`config.mk`:
```
export PLATFORM = sky130hd
export DESIGN_NAME = hftq_fifo
export DESIGN_NICKNAME = d
export VERILOG_FILES = /design/src/rtl/hftq_fifo.sv
export SDC_FILE = /design/constraint.sdc
export NUM_CORES = 1
export LEC_CHECK = 0
export BUFFER_PORTS_ARGS = -buffer_cell sky130_fd_sc_hd__buf_2
export CORE_MARGIN = 5
export CORE_UTILIZATION = 40
export CTS_CLUSTER_SIZE = 40
export DETAILED_ROUTE_END_ITERATION = 7
export GPL_TIMING_DRIVEN = 0
export SYNTH_ARGS = -nofsm -noshare
export SYNTH_HDL_FRONTEND = slang
export SYNTH_SLANG_ARGS = --single-unit
```
`constraint.sdc`:
```
create_clock -name clk -period 2.3 [get_ports clk]
set_input_delay 0 -clock clk [delete_from_list [all_inputs] [get_ports clk]]
set_output_delay 0 -clock clk [all_outputs]
set_load 0.01 [all_outputs]
```
`src/rtl/hftq_fifo.sv`:
```
// Small register queue used for commands and for results.
module hftq_fifo #(
  parameter int DEPTH = 4,
  parameter type entry_t = logic
) (
  input  logic   clk,
  input  logic   rst,
  input  logic   push,
  input  entry_t push_data,
  input  logic   pop,
  output entry_t head,
  output logic   empty
);

  localparam int PW = $clog2(DEPTH);
  localparam int CW = $clog2(DEPTH + 1);

  entry_t        slots [DEPTH];
  logic [PW-1:0] wr_ptr;
  logic [PW-1:0] rd_ptr;
  logic [CW-1:0] count;

  assign head  = slots[rd_ptr];
  assign empty = (count == '0);

  always_ff @(posedge clk) begin
    if (push) begin
      slots[wr_ptr] <= push_data;
    end
  end

  always_ff @(posedge clk) begin
    if (rst) begin
      wr_ptr <= '0;
      rd_ptr <= '0;
      count  <= '0;
    end else begin
      if (push) begin
        wr_ptr <= (wr_ptr == PW'(DEPTH - 1)) ? '0 : wr_ptr + PW'(1);
      end
      if (pop) begin
        rd_ptr <= (rd_ptr == PW'(DEPTH - 1)) ? '0 : rd_ptr + PW'(1);
      end
      count <= count + CW'(push) - CW'(pop);
    end
  end

endmodule

```
* Word level (Yosys, flattened, before mapping)
Memory sizes are Yosys's and may differ from the RTL's. A register that Yosys moved wholly into a read port is not among the register bits.
Cells that the tools add are included.
** Storage, ports and cells
- Memories :: 1
- Word-level logic and storage cells :: 17
- Register bits after elaboration :: 7
- Memory bits (writable) :: 4
- Input port bits :: 5
** Memories
- slots :: depth 4, bits a word 1, read ports 1, clocked after memory_dff 1, wr ports 1, RTL line 18 : entry_t slots [DEPTH];
** Cells by class
- Reduce and logical (&&, ||, !) cells :: 1
- Eq/ne operators :: 2
- Multiplexer cells :: 6
- Add/subtract/negate cells :: 4
** Operators by type and width (number)
- 2-bit 2-to-1 mux :: 4
- 2-bit by 1-bit adder with 2-bit output (second input constant) :: 2
- 2-bit equality test (second input constant) :: 2
- 3-bit by 1-bit adder with 3-bit output :: 1
- 3-bit zero test :: 1
- 3-bit by 1-bit subtractor with 3-bit output :: 1
- 1-bit 2-to-1 mux :: 2

* Longest topological paths before layout
- Depth in word-level cells :: 4
- Mapped depth :: 8

* Least setup slack after synthesis
OpenSTA, ideal clock, no wires.
- Path type :: register to register
- Start point :: reg count[0]
- End point :: reg count[2]
- Clock period less this slack :: 1.649 ns
- Required time :: 2.190 ns
- Setup time :: 0.110 ns
- Buffers on the path :: 0
- Data arrival time :: 1.539 ns
- Setup slack :: 0.651 ns
- Cell stages (with the launch flop) :: 9
- Path through :: dfxtp_1 > inv_1 > ha_1 > inv_1 > ha_1 > inv_1 > fa_1 > xnor3_1 > nor2_1
** Between the ends
- Longest elaborated chain between the ends :: 2
** Ends and longest elaborated chain
- from (decl) :: RTL line 21 : logic [CW-1:0] count;
- from (signal assigned) :: RTL line 44 : count <= count + CW'(push) - CW'(pop);
- 3-bit by 1-bit adder with 3-bit output :: RTL line 44
- 3-bit by 1-bit subtractor with 3-bit output :: RTL line 44
No other way between the ends.
A chain may end at the register's enable or synchronous reset.

* Worst setup path after layout
Same ends and word-level chain as after synthesis.

==> flow_summary.ini <==
[run_status]
run_status = finished clean

[logic_synthesis]
synth.yosys.warnings = 0
syn_avg_cell_area_sq_um = 12.76
syn_area_sq_um = 586.8
synthCells = 46
yosysUniqueCellTypes = 16
net_count_synth = 59
yosys_register_bits = 13
ys_seq_area_share_pct = 51.17

[global_route]
global_route.usage.total_pct = 8.333
grt_max_degree = 9
first_pass_grt_wire_length_mm = 1.449
grt_remaining_overflow = 0
via_count_of_the_first_global_routing_pass = 356
initial_antenna_violation_count = 0

[pwr]
power.ir.vdd_worst_uv = 447.7
p_leak_uw = 0.0003033
p_per_area_nw_per_um2 = 785.0

[clock_network]
clk_latency_ns = 0.27
clock_tree.htree_level_count = 1
cts_tree = yes
clkSinkCount = 13
ctsResizeCount = 0
post_cts_buffers = 0
clock_transition_at_path_regs_ns = 0.08
cts-root-buf = clkbuf_4
clock_path_buffers = 2
cts_inserted_buffers = 3
hold_buffer_count_at_cts = 2

[cells_and_area]
final_cell_mix = dfxtp_1 (9), ha_1 (7), buf_2 (6)
post_route_cells_drive_above_1_share_pct = 18.97
post-route-util_pct = 50.51
layout.nets = 72
count_of_antenna_diodes_in_the_layout = 0
layout_commonest_cell = dfxtp_1
area_growth_pct = 16.20
fillerInstances = 137

[floorplan]
num_io_pins = 7
num_rows = 13
die_area_sq_um = 2333
core-area_sq_um = 1350
initial_utilization_pct = 43.47
die_height_um = 48.30
die_width_um = 48.30

[timing]
final-setup-viol-count = 0
tightest_slew_ns = 0.1790
count_of_final_max_slew_check_failures = 0
fin_skew_ns = 0.002526
fin_tns_setup_ns = 0
number_of_hold_slack_violations_in_the_final_timing_report = 0
max_clock_freq_mhz = 575.5
min_period_ns = 1.738
grt_setup_unrepaired = false
final.period_utilization_pct = 75.55
slew_headroom_pct = 88.05
final.hold.worst_slack_ns = 0.05992

[setup_path]
worst_ep_required_time_ns = 2.47
worst_setup_path_start_kind = flip-flop
arrival_time_at_the_worst_endpoint_ns = 1.91
timing.critical_path.fanout_max = 2
timing.critical_path.to_type = flip-flop
setup.reg_to_reg.worst_slack_ns = 0.56
criticalPathCategory = flip-flop to flip-flop

[place]
routabilityCongestion = 0.5872
buffer_ports.inserted = 6
dp.final_hpwl_um = 669.2

[job]
maxCapViolations = 0

[routing]
vias = 342
drt_drc_violations_left = 0
post_drt_via_cell_ratio = 4.685
first_iter_violations = 2
firstDrtPassIters = 4
detail_route.wirelength_um = 801
ant_nets = 0
wire_per_inst_um = 10.97

[hold_path]
worst_hold_path_type = input pin to flip-flop
==> through the flow <==
step | cells | worst slack, ns | power [uW] | instance area, sq um
3_3_place_gp | 67 | 0.5934 | 396.8 | 635.6
4_1_cts | 73 | 0.5420 | 545.3 | 681.9
3_5_place_dp | 67 | 0.5537 | 404.9 | 635.6
6_report | 73 | 0.5624 | 535.3 | 681.9
2_1_floorplan | 46 | 0.6512 | 368.3 | 586.8
5_1_grt | 73 | 0.4384 | 576.3 | 681.9
==> per-layer routing <==
metal	part of all wire (%)	GRT usage [%]
met1	39	7.795
met2	55	14.13
met3	6.5	5.810
met4	0	2.765
met5	0	0
==> logic make-up after synthesis <==
family	synth area share, %
and+or+nand+nor	13.86
AOI/OAI and AO/OA	2.345
buffers and inverters	3.199
DFF	51.17
xor gates and xnor gates	3.838
muxes	7.249
adders and majority gates	18.34
==> where the power goes <==
part	internal (uW)	switching [uW]	total, uW	leakage, uW
registers	264	20.6	285	0.000111
logic	67.3	45.0	112	0.000177
clock network	67.1	70.8	138	0.0000150
total	399	136	535	0.000303
==> layout make-up <==
class / instances / area (sq um) / share of cell area [%]
repair buffers: 8 / 50.05 / 7.339
well taps: 15 / 18.77 / 2.752
inverters: 5 / 18.77 / 2.752
multi-input cells: 28 / 267.8 / 39.27
flip-flops and latches: 13 / 300.3 / 44.04
clock buffers: 4 / 26.28 / 3.853
==> worst max-delay path: stages (launching register included) <==
cell	delay, ns
dfxtp_1	0.34
inv_1	0.04
ha_1	0.26
inv_1	0.06
ha_1	0.13
inv_1	0.04
fa_1	0.36
xnor3_1	0.37
nor2_1	0.04
==> path summary, 6_finish.rpt <==
check | start | end | depth (start not counted)
worst min register to register | rd_ptr[0]$_SDFFE_PP0P_ | flip-flop | 2
worst max-delay path | count[0]$_SDFF_PP0_ | count[2]$_SDFF_PP0_ | 8
worst max register to register | count[0]$_SDFF_PP0_ | count[2]$_SDFF_PP0_ | 8
worst min-delay path | pop | rd_ptr[1]$_SDFFE_PP0P_ | 3
==> Yosys cell counts (all sizes together) <==
cell,instances,area share (%)
or3b,2,3.0
mux4,1,3.8
nor2,4,2.6
dfxtp,9,31
edfxtp,4,20
a21oi,2,2.3
nand2b,2,2.1
nor3,1,0.85
fa,1,3.4
nor2b,1,1.1
mux2i,2,3.4
ha,7,15
xnor3,1,3.8
inv,5,3.2
and2,4,4.3
(Power assumes the default switching activity.)
